**config.mk**
```make
export PLATFORM = sky130hd
export DESIGN_NAME = colon_triple_number_parser
export DESIGN_NICKNAME = d
export VERILOG_FILES = /design/src/hw/rtl/ctnp_pkg.sv /design/src/hw/rtl/colon_triple_number_parser.sv
export SDC_FILE = /design/constraint.sdc
export NUM_CORES = 1
export LEC_CHECK = 0
export BUFFER_PORTS_ARGS = -buffer_cell sky130_fd_sc_hd__buf_4
export CORE_UTILIZATION = 50
export CTS_CLUSTER_DIAMETER = 80
export DETAILED_ROUTE_END_ITERATION = 12
export HOLD_SLACK_MARGIN = 0.06
export PLACE_DENSITY = 0.74
export SLEW_MARGIN = 20
export SYNTH_ARGS = -nofsm -noshare
export SYNTH_HDL_FRONTEND = slang
export SYNTH_SLANG_ARGS = --single-unit
```
**constraint.sdc**
```tcl
create_clock -name aclk -period 11.01 [get_ports aclk]
set_input_delay 2.7525 -clock aclk [delete_from_list [all_inputs] [get_ports aclk]]
set_output_delay 2.7525 -clock aclk [all_outputs]
set_load 0.02 [all_outputs]
```
**src/hw/rtl/ctnp_pkg.sv**
```systemverilog
// Constants, phase codes and character classes for the colon triple number parser.
`default_nettype none

package ctnp_pkg;

    localparam int MAX_LENGTH = 4096;
    localparam int POS_W      = 13;
    localparam int VAL_W      = 32;
    localparam int MIN_REM    = 5;
    localparam int N_FIELDS   = 3;
    localparam int IDX_W      = 2;
    localparam int OUT_DATA_W = 112;

    localparam logic [POS_W-1:0] MAX_POS = POS_W'(MAX_LENGTH);

    localparam logic [1:0] PH_LEAD  = 2'd0;
    localparam logic [1:0] PH_FIELD = 2'd1;
    localparam logic [1:0] PH_TRAIL = 2'd2;
    localparam logic [1:0] PH_DONE  = 2'd3;

    localparam logic [IDX_W-1:0] LAST_FIELD = IDX_W'(N_FIELDS - 1);

    localparam logic [7:0] CH_SPACE = 8'h20;
    localparam logic [7:0] CH_TAB   = 8'h09;
    localparam logic [7:0] CH_LF    = 8'h0A;
    localparam logic [7:0] CH_VT    = 8'h0B;
    localparam logic [7:0] CH_FF    = 8'h0C;
    localparam logic [7:0] CH_CR    = 8'h0D;
    localparam logic [7:0] CH_COLON = 8'h3A;
    localparam logic [7:0] CH_ZERO  = 8'h30;
    localparam logic [7:0] CH_NINE  = 8'h39;

    function automatic logic is_white(input logic [7:0] b);
        return b inside {CH_SPACE, CH_TAB, CH_LF, CH_VT, CH_FF, CH_CR};
    endfunction

    function automatic logic is_delim(input logic [7:0] b);
        return b inside {CH_COLON, CH_SPACE, CH_TAB, CH_LF};
    endfunction

    function automatic logic is_digit(input logic [7:0] b);
        return b inside {[CH_ZERO:CH_NINE]};
    endfunction

    function automatic logic [POS_W-1:0] sat_inc(input logic [POS_W-1:0] v);
        return (v >= MAX_POS) ? MAX_POS : v + POS_W'(1);
    endfunction

endpackage

`default_nettype wire

```
**src/hw/rtl/colon_triple_number_parser.sv**
```systemverilog
// Top level: streaming parser for three decimal fields separated by colon, space, tab or line feed.
//
//  channel | dir | tdata (low bit up)                         | tuser / tlast
//  s_axis  | in  | text_byte[7:0]                             | tlast = is_last
//  m_axis  | out | book[31:0] chapter[63:32] verse[95:64]     | tuser = found
//          |     | consumed_length[108:96], zero pad to 111   |
//
// One byte per cycle while s_axis_tready is high; each accepted byte updates the parse state.
// The last byte of a string loads the result register at its accepting edge;
// the result item is offered from the next cycle.
// Critical path: multiply-by-ten accumulate and 32-bit overflow check.
// aresetn (synchronous) returns the parser to the leading whitespace phase.
// A held result stalls s_axis only while m_axis_tready is low.
`default_nettype none

module colon_triple_number_parser
    import ctnp_pkg::*;
(
    input  wire logic                  aclk,
    input  wire logic                  aresetn,
    input  wire logic                  s_axis_tvalid,
    output logic                       s_axis_tready,
    input  wire logic [7:0]            s_axis_tdata,   // text_byte
    input  wire logic                  s_axis_tlast,
    output logic                       m_axis_tvalid,
    input  wire logic                  m_axis_tready,
    output logic [OUT_DATA_W-1:0]      m_axis_tdata,   // book, chapter, verse, consumed_length
    output logic                       m_axis_tuser    // found
);

    logic [1:0]       phase_reg, phase_next;
    logic [IDX_W-1:0] fidx_reg, fidx_next;
    logic [VAL_W-1:0] acc_reg, acc_next;
    logic             has_digit_reg, has_digit_next;
    logic [VAL_W-1:0] saved_reg [N_FIELDS];
    logic [VAL_W-1:0] saved_next [N_FIELDS];
    logic [POS_W-1:0] pos_reg, pos_next;
    logic [POS_W-1:0] lead_reg, lead_next;
    logic [POS_W-1:0] eoff_reg, eoff_next;
    logic             failed_reg, failed_next;

    logic             mvalid_reg, mvalid_next;
    logic             found_reg, found_next;
    logic [VAL_W-1:0] book_reg, book_next;
    logic [VAL_W-1:0] chap_reg, chap_next;
    logic [VAL_W-1:0] verse_reg, verse_next;
    logic [POS_W-1:0] cons_reg, cons_next;

    logic [7:0]       b;
    logic             in_acc;
    logic             field_act;
    logic [VAL_W+3:0] prod;
    logic             fail_end;
    logic [1:0]       phase_end;
    logic [POS_W-1:0] eoff_end;
    logic [VAL_W-1:0] verse_end;
    logic [POS_W-1:0] rem;
    logic             ok;

    assign b             = s_axis_tdata;
    assign s_axis_tready = !mvalid_reg || m_axis_tready;
    assign in_acc        = s_axis_tvalid && s_axis_tready;
    assign prod          = {acc_reg, 3'b000} + {2'b00, acc_reg, 1'b0}
                         + (VAL_W+4)'(b - CH_ZERO);

    always_comb begin
        phase_next     = phase_reg;
        fidx_next      = fidx_reg;
        acc_next       = acc_reg;
        has_digit_next = has_digit_reg;
        saved_next     = saved_reg;
        lead_next      = lead_reg;
        eoff_next      = eoff_reg;
        failed_next    = failed_reg;
        pos_next       = sat_inc(pos_reg);
        field_act      = 1'b0;

        if (phase_reg == PH_LEAD) begin
            if (is_white(b)) begin
                lead_next = sat_inc(lead_reg);
            end else begin
                phase_next = PH_FIELD;
                field_act  = 1'b1;
            end
        end else if (phase_reg == PH_FIELD) begin
            field_act = 1'b1;
        end

        if (field_act) begin
            if (is_delim(b)) begin
                if (!has_digit_reg) begin
                    failed_next = 1'b1;
                    phase_next  = PH_DONE;
                end else begin
                    for (int k = 0; k < N_FIELDS; k++) begin
                        if (fidx_reg == IDX_W'(k)) saved_next[k] = acc_reg;
                    end
                    if (fidx_reg == LAST_FIELD) begin
                        eoff_next  = pos_reg;
                        phase_next = PH_TRAIL;
                    end else begin
                        fidx_next      = fidx_reg + IDX_W'(1);
                        acc_next       = '0;
                        has_digit_next = 1'b0;
                    end
                end
            end else if (is_digit(b)) begin
                acc_next       = prod[VAL_W-1:0];
                has_digit_next = 1'b1;
                if (prod[VAL_W+3:VAL_W] != 4'd0) begin
                    failed_next = 1'b1;
                    phase_next  = PH_DONE;
                end
            end else begin
                failed_next = 1'b1;
                phase_next  = PH_DONE;
            end
        end else if (phase_reg == PH_TRAIL) begin
            if (is_white(b)) begin
                eoff_next = sat_inc(eoff_reg);
            end else begin
                phase_next = PH_DONE;
            end
        end
    end

    // end of string: third field may close here
    always_comb begin
        fail_end  = failed_next;
        phase_end = phase_next;
        eoff_end  = eoff_next;
        verse_end = saved_next[2];
        if (!failed_next && phase_next == PH_FIELD) begin
            if (fidx_next == LAST_FIELD && has_digit_next) begin
                verse_end = acc_next;
                eoff_end  = pos_next;
                phase_end = PH_DONE;
            end else begin
                fail_end  = 1'b1;
                phase_end = PH_DONE;
            end
        end
        rem = pos_next - lead_next;
        ok  = !fail_end && phase_end != PH_LEAD;

        found_next = found_reg;
        book_next  = book_reg;
        chap_next  = chap_reg;
        verse_next = verse_reg;
        cons_next  = cons_reg;
        mvalid_next = mvalid_reg && !m_axis_tready;
        if (in_acc && s_axis_tlast) begin
            mvalid_next = 1'b1;
            if (rem < POS_W'(MIN_REM)) begin
                found_next = 1'b0;
                book_next  = '0;
                chap_next  = '0;
                verse_next = '0;
                cons_next  = '0;
            end else begin
                found_next = ok;
                book_next  = saved_next[0];
                chap_next  = saved_next[1];
                verse_next = verse_end;
                cons_next  = ok ? eoff_end : '0;
            end
        end
    end

    always_ff @(posedge aclk) begin
        if (!aresetn || (in_acc && s_axis_tlast)) begin
            phase_reg     <= PH_LEAD;
            fidx_reg      <= '0;
            acc_reg       <= '0;
            has_digit_reg <= 1'b0;
            pos_reg       <= '0;
            lead_reg      <= '0;
            eoff_reg      <= '0;
            failed_reg    <= 1'b0;
            for (int k = 0; k < N_FIELDS; k++) saved_reg[k] <= '0;
        end else if (in_acc) begin
            phase_reg     <= phase_next;
            fidx_reg      <= fidx_next;
            acc_reg       <= acc_next;
            has_digit_reg <= has_digit_next;
            pos_reg       <= pos_next;
            lead_reg      <= lead_next;
            eoff_reg      <= eoff_next;
            failed_reg    <= failed_next;
            saved_reg     <= saved_next;
        end
    end

    always_ff @(posedge aclk) begin
        if (!aresetn) begin
            mvalid_reg <= 1'b0;
        end else begin
            mvalid_reg <= mvalid_next;
        end
        found_reg <= found_next;
        book_reg  <= book_next;
        chap_reg  <= chap_next;
        verse_reg <= verse_next;
        cons_reg  <= cons_next;
    end

    assign m_axis_tvalid = mvalid_reg;
    assign m_axis_tuser  = found_reg;
    assign m_axis_tdata  = {(OUT_DATA_W - 3*VAL_W - POS_W)'(0), cons_reg,
                            verse_reg, chap_reg, book_reg};

    a_fail_done: assert property (@(posedge aclk) disable iff (!aresetn)
        failed_reg |-> phase_reg == PH_DONE)
        else $error("failure flag set outside done phase");

    a_fidx_range: assert property (@(posedge aclk) disable iff (!aresetn)
        fidx_reg <= LAST_FIELD)
        else $error("field index past last field");

    a_miss_zero: assert property (@(posedge aclk) disable iff (!aresetn)
        (mvalid_reg && !found_reg) |-> cons_reg == '0)
        else $error("consumed length set without a match");

    a_hit_len: assert property (@(posedge aclk) disable iff (!aresetn)
        (mvalid_reg && found_reg) |-> (cons_reg >= POS_W'(MIN_REM) && cons_reg <= MAX_POS))
        else $error("consumed length out of range on a match");

    a_lead_le_pos: assert property (@(posedge aclk) disable iff (!aresetn)
        lead_reg <= pos_reg)
        else $error("leading skip count ahead of byte position");

endmodule

`default_nettype wire
```
[After elaboration in Yosys (flattened, before gate mapping)]
Index checks and enable logic that the tools add are counted.
Word-level totals
  register bits after elaboration: 284
  output and inout bits: 115
  word-level logic and storage cells: 123
Cells by class
  equal/unequal tests: 13
  magnitude comparators: 6
  reductions and logical operators: 21
  bitwise logic cells: 1
  multiplexer cells: 57
  $add $sub $neg: 8
Operator list (number)
  32-bit two-way mux: 10
  96-bit two-way mux: 3
  13-bit two-way mux: 13
  8-bit by 4-bit == test with 1-bit output (second input constant): 5
  13-bit by 1-bit adder with 13-bit output (second input constant): 3
  13-bit greater-or-equal comparator (second input constant): 3
  35-bit by 33-bit adder with 36-bit output: 1
  36-bit adder: 1
  2-bit two-way mux: 15
  8-bit by 6-bit == test with 1-bit output (second input constant): 2
  1-bit two-way mux: 16
  13-bit by 3-bit less-than comparator with 1-bit output (second input constant): 1
  13-bit subtractor: 1
  8-bit by 6-bit subtractor with 9-bit output (second input constant): 1
  8-bit by 6-bit greater-or-equal comparator with 1-bit output (second input constant): 1
  8-bit by 6-bit <= comparator with 1-bit output (second input constant): 1
  4-bit nonzero test: 2
  1-bit logical AND: 7
  2-bit by 1-bit == test with 1-bit output (second input constant): 3
  2-bit == test (second input constant): 3
  6-bit nonzero test: 1
  1-bit logical NOT: 5
  2-bit logical NOT: 2
  2-bit by 1-bit adder with 2-bit output (second input constant): 1
  other kinds (4): 5

[Logic depth before layout (Yosys ltp)]
  word-level depth: 15
  gate-level depth with buffers: 23

[Worst setup path before layout]
Ideal clock, no wire load.
  path kind: input to register
  start point: input s_axis_tdata[6]
  end point: register verse_reg[27] (data pin)
  data required time: 10.736 ns
  path buffers: 2
  stages on the path: 16
  arrival: 8.188 ns
  setup slack: 2.549 ns
  cells stage by stage: or2_2 -> nor2_1 -> fa_1 -> ha_1 -> buf_2 -> nand4_1 -> nor3_1 -> a311o_1 -> a2111oi_0 -> nor2_1 -> xor2_1 -> or4_4 -> o21a_4 -> buf_6 -> a2111oi_0 -> a211oi_1
Between the ends
  cells in the longest elaborated chain, start to end: 11
RTL lines
  start: declaration: line colon_triple_number_parser.sv:23  | input wire logic [7:0] s_axis_tdata,
  parallel branches: the longest is 11 deep, another holds 36-bit adder
  end signal: assignment: line colon_triple_number_parser.sv:203  | verse_reg <= verse_next;
  end: declaration: line colon_triple_number_parser.sv:46  | logic [VAL_W-1:0] verse_reg, verse_next;
Several ways; the timed one is not identified.
A chain may end at the register's enable or synchronous reset.

[Worst setup path in the final report]
  start point: input s_axis_tdata[6]
  end point: register verse_reg[15] (data pin)
Same word-level chain as after synthesis.

==> reports/results.ini <==
[cts]
cts_tree=built
post_cts_resized=0
clockBufferDepth=3
clock_tree.root_cell=clkbuf_16
cts_inserted_buffers=31
cts_setup_buffers=0
cts.clk_slew.worst_paths_ns=0.06
clkLatencyLatePin_ns=0.58
cts.sinks=284
holdBufCountCts=0
htreeDepth=1

[pwr]
sw_frac_of_total_pct=27.49
ir_drop_v=0.0001110
p_comb_share_pct=13.4
power.switching_mw=0.7013
pwr-share-seq_pct=45.4
internal_power_mw=1.850
power.density_nw_per_um2=138.4
clkPwrFrac_pct=41.2
leakage_nw=7.184

[setup_path]
r2r_start=phase_reg[0]$_SDFFE_PP0P_
startpoint=s_axis_tdata[6]
worst_ep_arrival_time_ns=8.47
required_ns=11.39
worst-path-buf-inv=2
reg2reg_depth=20
worstPathMaxFanout=17
crit_type=primary input to flip-flop
end_kind=flip-flop
slowest_delay_ns=0.81
worst_path_most_repeated_cell=buf_4
cp.depth=16
cp-start-kind=primary input
cp_top_family=compound AO/OA/AOI/OAI gates
r2r_slack_ns=5.44
cp-endpoint=verse_reg[15]$_SDFFCE_PP0P_
r2r-end=cons_reg[1]$_SDFFCE_PP0P_
slowest_stage=o31ai_4
crit_path_cell_trace=buf_4 > or2_2 > nor2_2 > buf_4 > fa_1 > ha_1 > nand4_1 > nor3_1 > a311o_1 > a2111oi_0 > nor2_1 > xor2_1 > or4_4 > o31ai_4 > a21oi_1 > a211oi_1

[final_layout]
layout-drive-gt1-share_pct=13.03
finalNetCount=2015
fillers=2775
stdcell_count=2369
syn2layout_area_growth_pct=12.96
largest_reg_flops=96
diodes=0

[die]
die_w_um=182.7
ios=128
floorplan.initialDensity_pct=51.33
fp-row-count=65
die_y_um=182.7
core_area_um2=31800
die-area_um2=33370

[timing]
skew_ns=0.02164
final-setup-viol-count=0
rsz0062_at_grt=false
timing_hold_violations_final=0
maxSlewHeadroom_pct=27.44
fin_hold_ws_ns=0.4540
slew_violations=0
tns_ns=0
worst_pin_slew_ns=1.088
max_freq_mhz=123.6
fin_crit_sh_pct=73.47
fin_ws_ns=2.921
period_needed_ns=8.089

[placement]
dpl.cell_count=2311
hpwl_um=30370
gp_congestion=0.9274
port_buffers=124
post-place-ws_ns=2.299

[detailed_routing]
drt_iter0_drc=1364
drc_errors=0
antenna_left=0
firstDrtPassIters=7
wl_per_cell_um=19.43
avgViaCountPerCell=6.009
totalWireLength_um=46030
via_count=14240

[synth]
synth.most_common_cell=nand2_1
async_reset_ff_share_pct=0
syn_inst=1882
yosysWarnings=0
synth_edf_count=110
syn-mean-instance-area_um2=8.673
yosysTopAreaCellShare_pct=21.34
synth_area_um2=16320
synth_top_cell_by_area=dfxtp_1
synth_common_cells=nand2_1 (327), a21oi_1 (215), nor2_1 (189)
synth_area_leaders=dfxtp_1 (21%), edfxtp_1 (20%), nand2_1 (7.5%), a21oi_1 (6.6%), ha_1 (4.7%)
yosys_register_bits=284
synth.distinct_cells=79
yosysSeqAreaShare_pct=41.58
ys.flop_type=dfxtp_1

[min_path]
hp-start=saved_reg[78]$_SDFFE_PP0P_
hold_class=flip-flop to flip-flop

[global_routing]
grt_pass1_wl_um=74070
grt_max_degree=95
antenna_found_initial=0
grt_overflow=0
grt_pass1_vias=13600
grt_usage_pct=27.61

[job]
max_cap_viol_count=0

[outcome]
outcome=completed

[placed cells by master (no fill, tap or decap), types with 29 or more instances in the layout]
| cell type | synthesis | routed |
|---|---|---|
| nand2_1 | 327 | 325 |
| a22oi_1 | 29 | 29 |
| ha_1 | 61 | 61 |
| mux2i_1 | 68 | 68 |
| dfxtp_1 | 174 | 174 |
| buf_4 | 3 | 147 |
| fa_1 | 32 | 32 |
| nand3_1 | 44 | 43 |
| a21oi_1 | 215 | 215 |
| clkbuf_16 | 0 | 31 |
| a211oi_1 | 74 | 74 |
| nor2_1 | 189 | 183 |
| o21ai_0 | 68 | 66 |
| inv_1 | 41 | 40 |
| edfxtp_1 | 110 | 110 |
[metrics by stage]
stage	utilization (%)	total power, mW	cell area [um2]
global placement	54.69	1.509	17390
CTS	57.95	2.560	18430
detailed placement	54.69	1.515	17390
floorplan	-	1.415	16330
global route	57.98	2.644	18440
finish	57.98	2.551	18440
[worst reg2reg max path: stages (launching register included)]
cell and delay (ns):
dfxtp_1 0.37, nor4_1 0.67, nor2_1 0.12, buf_4 0.22, nor2_1 0.32, nand3_1 0.12
o21ai_0 0.16, ha_1 0.25, inv_1 0.06, fa_1 0.39, a21o_1 0.17, a21oi_1 0.21
o21bai_1 0.12, a2111oi_0 0.40, or3_1 0.19, mux2i_1 0.10, nor3_2 0.17, buf_4 0.72
nor2_1 0.20, o31ai_4 0.23, a21oi_1 0.11
[worst min path at each step]
stage,to,slack [ns],depth (start not counted)
3_5_place_dp,saved_reg[48]$_SDFFE_PP0P_,0.45,2
5_1_grt,saved_reg[85]$_SDFFE_PP0P_,0.47,2
6_report,saved_reg[78]$_SDFFE_PP0P_,0.45,2
3_3_place_gp,saved_reg[65]$_SDFFE_PP0P_,0.44,2
4_1_cts,saved_reg[48]$_SDFFE_PP0P_,0.45,2
2_1_floorplan,saved_reg[13]$_SDFFE_PP0P_,0.44,2
[power by group through the flow]
| stage | sequential (mW) | combinational (mW) | clock, mW |
|---|---|---|---|
| 4_1_cts | 1.16 | 0.338 | 1.06 |
| 5_1_grt | 1.16 | 0.375 | 1.11 |
| 6_report | 1.16 | 0.342 | 1.05 |
| 3_3_place_gp | 1.18 | 0.330 | 0 |
| 3_5_place_dp | 1.18 | 0.335 | 0 |
| 2_1_floorplan | 1.18 | 0.239 | 0 |
[cell type report]
cell class,count,area (um2),area share (%)
multi-input combinational,1404,8810,47.78
clock inverter,16,150.1,0.8143
timing repair buffer,147,1104,5.985
inverter,41,156.4,0.8483
clock buffer,42,887.1,4.811
tap,435,544.3,2.952
sequential,284,6787,36.81
[logic make-up (layout without fill, tap and decap cells)]
kind of cell             count (synthesis)  after routing  share of synthesized area [%]
multiplexers                            69             69                          4.239
other                                    1              3                        0.02298
AO/OA/AOI/OAI                          519            519                          20.50
AND/OR/NAND/NOR                        670            670                          17.51
XOR/XNOR                                50             50                          2.683
adder cells (fa/ha/maj)                 93             93                          8.601
flip-flops                             284            284                          41.58
buffers and inverters                  196            246                          4.868
[routing by layer]
metal / up-vias / track usage (%) / share of wire, %
met5: - / 0 / 0
met4: 0 / 7.966 / 2.3
met3: 95 / 2.973 / 6.9
met2: 568 / 46.63 / 48
met1: 6824 / 37.32 / 43
li1: 6748 / - / -
Power figures use the tool's default switching activity.
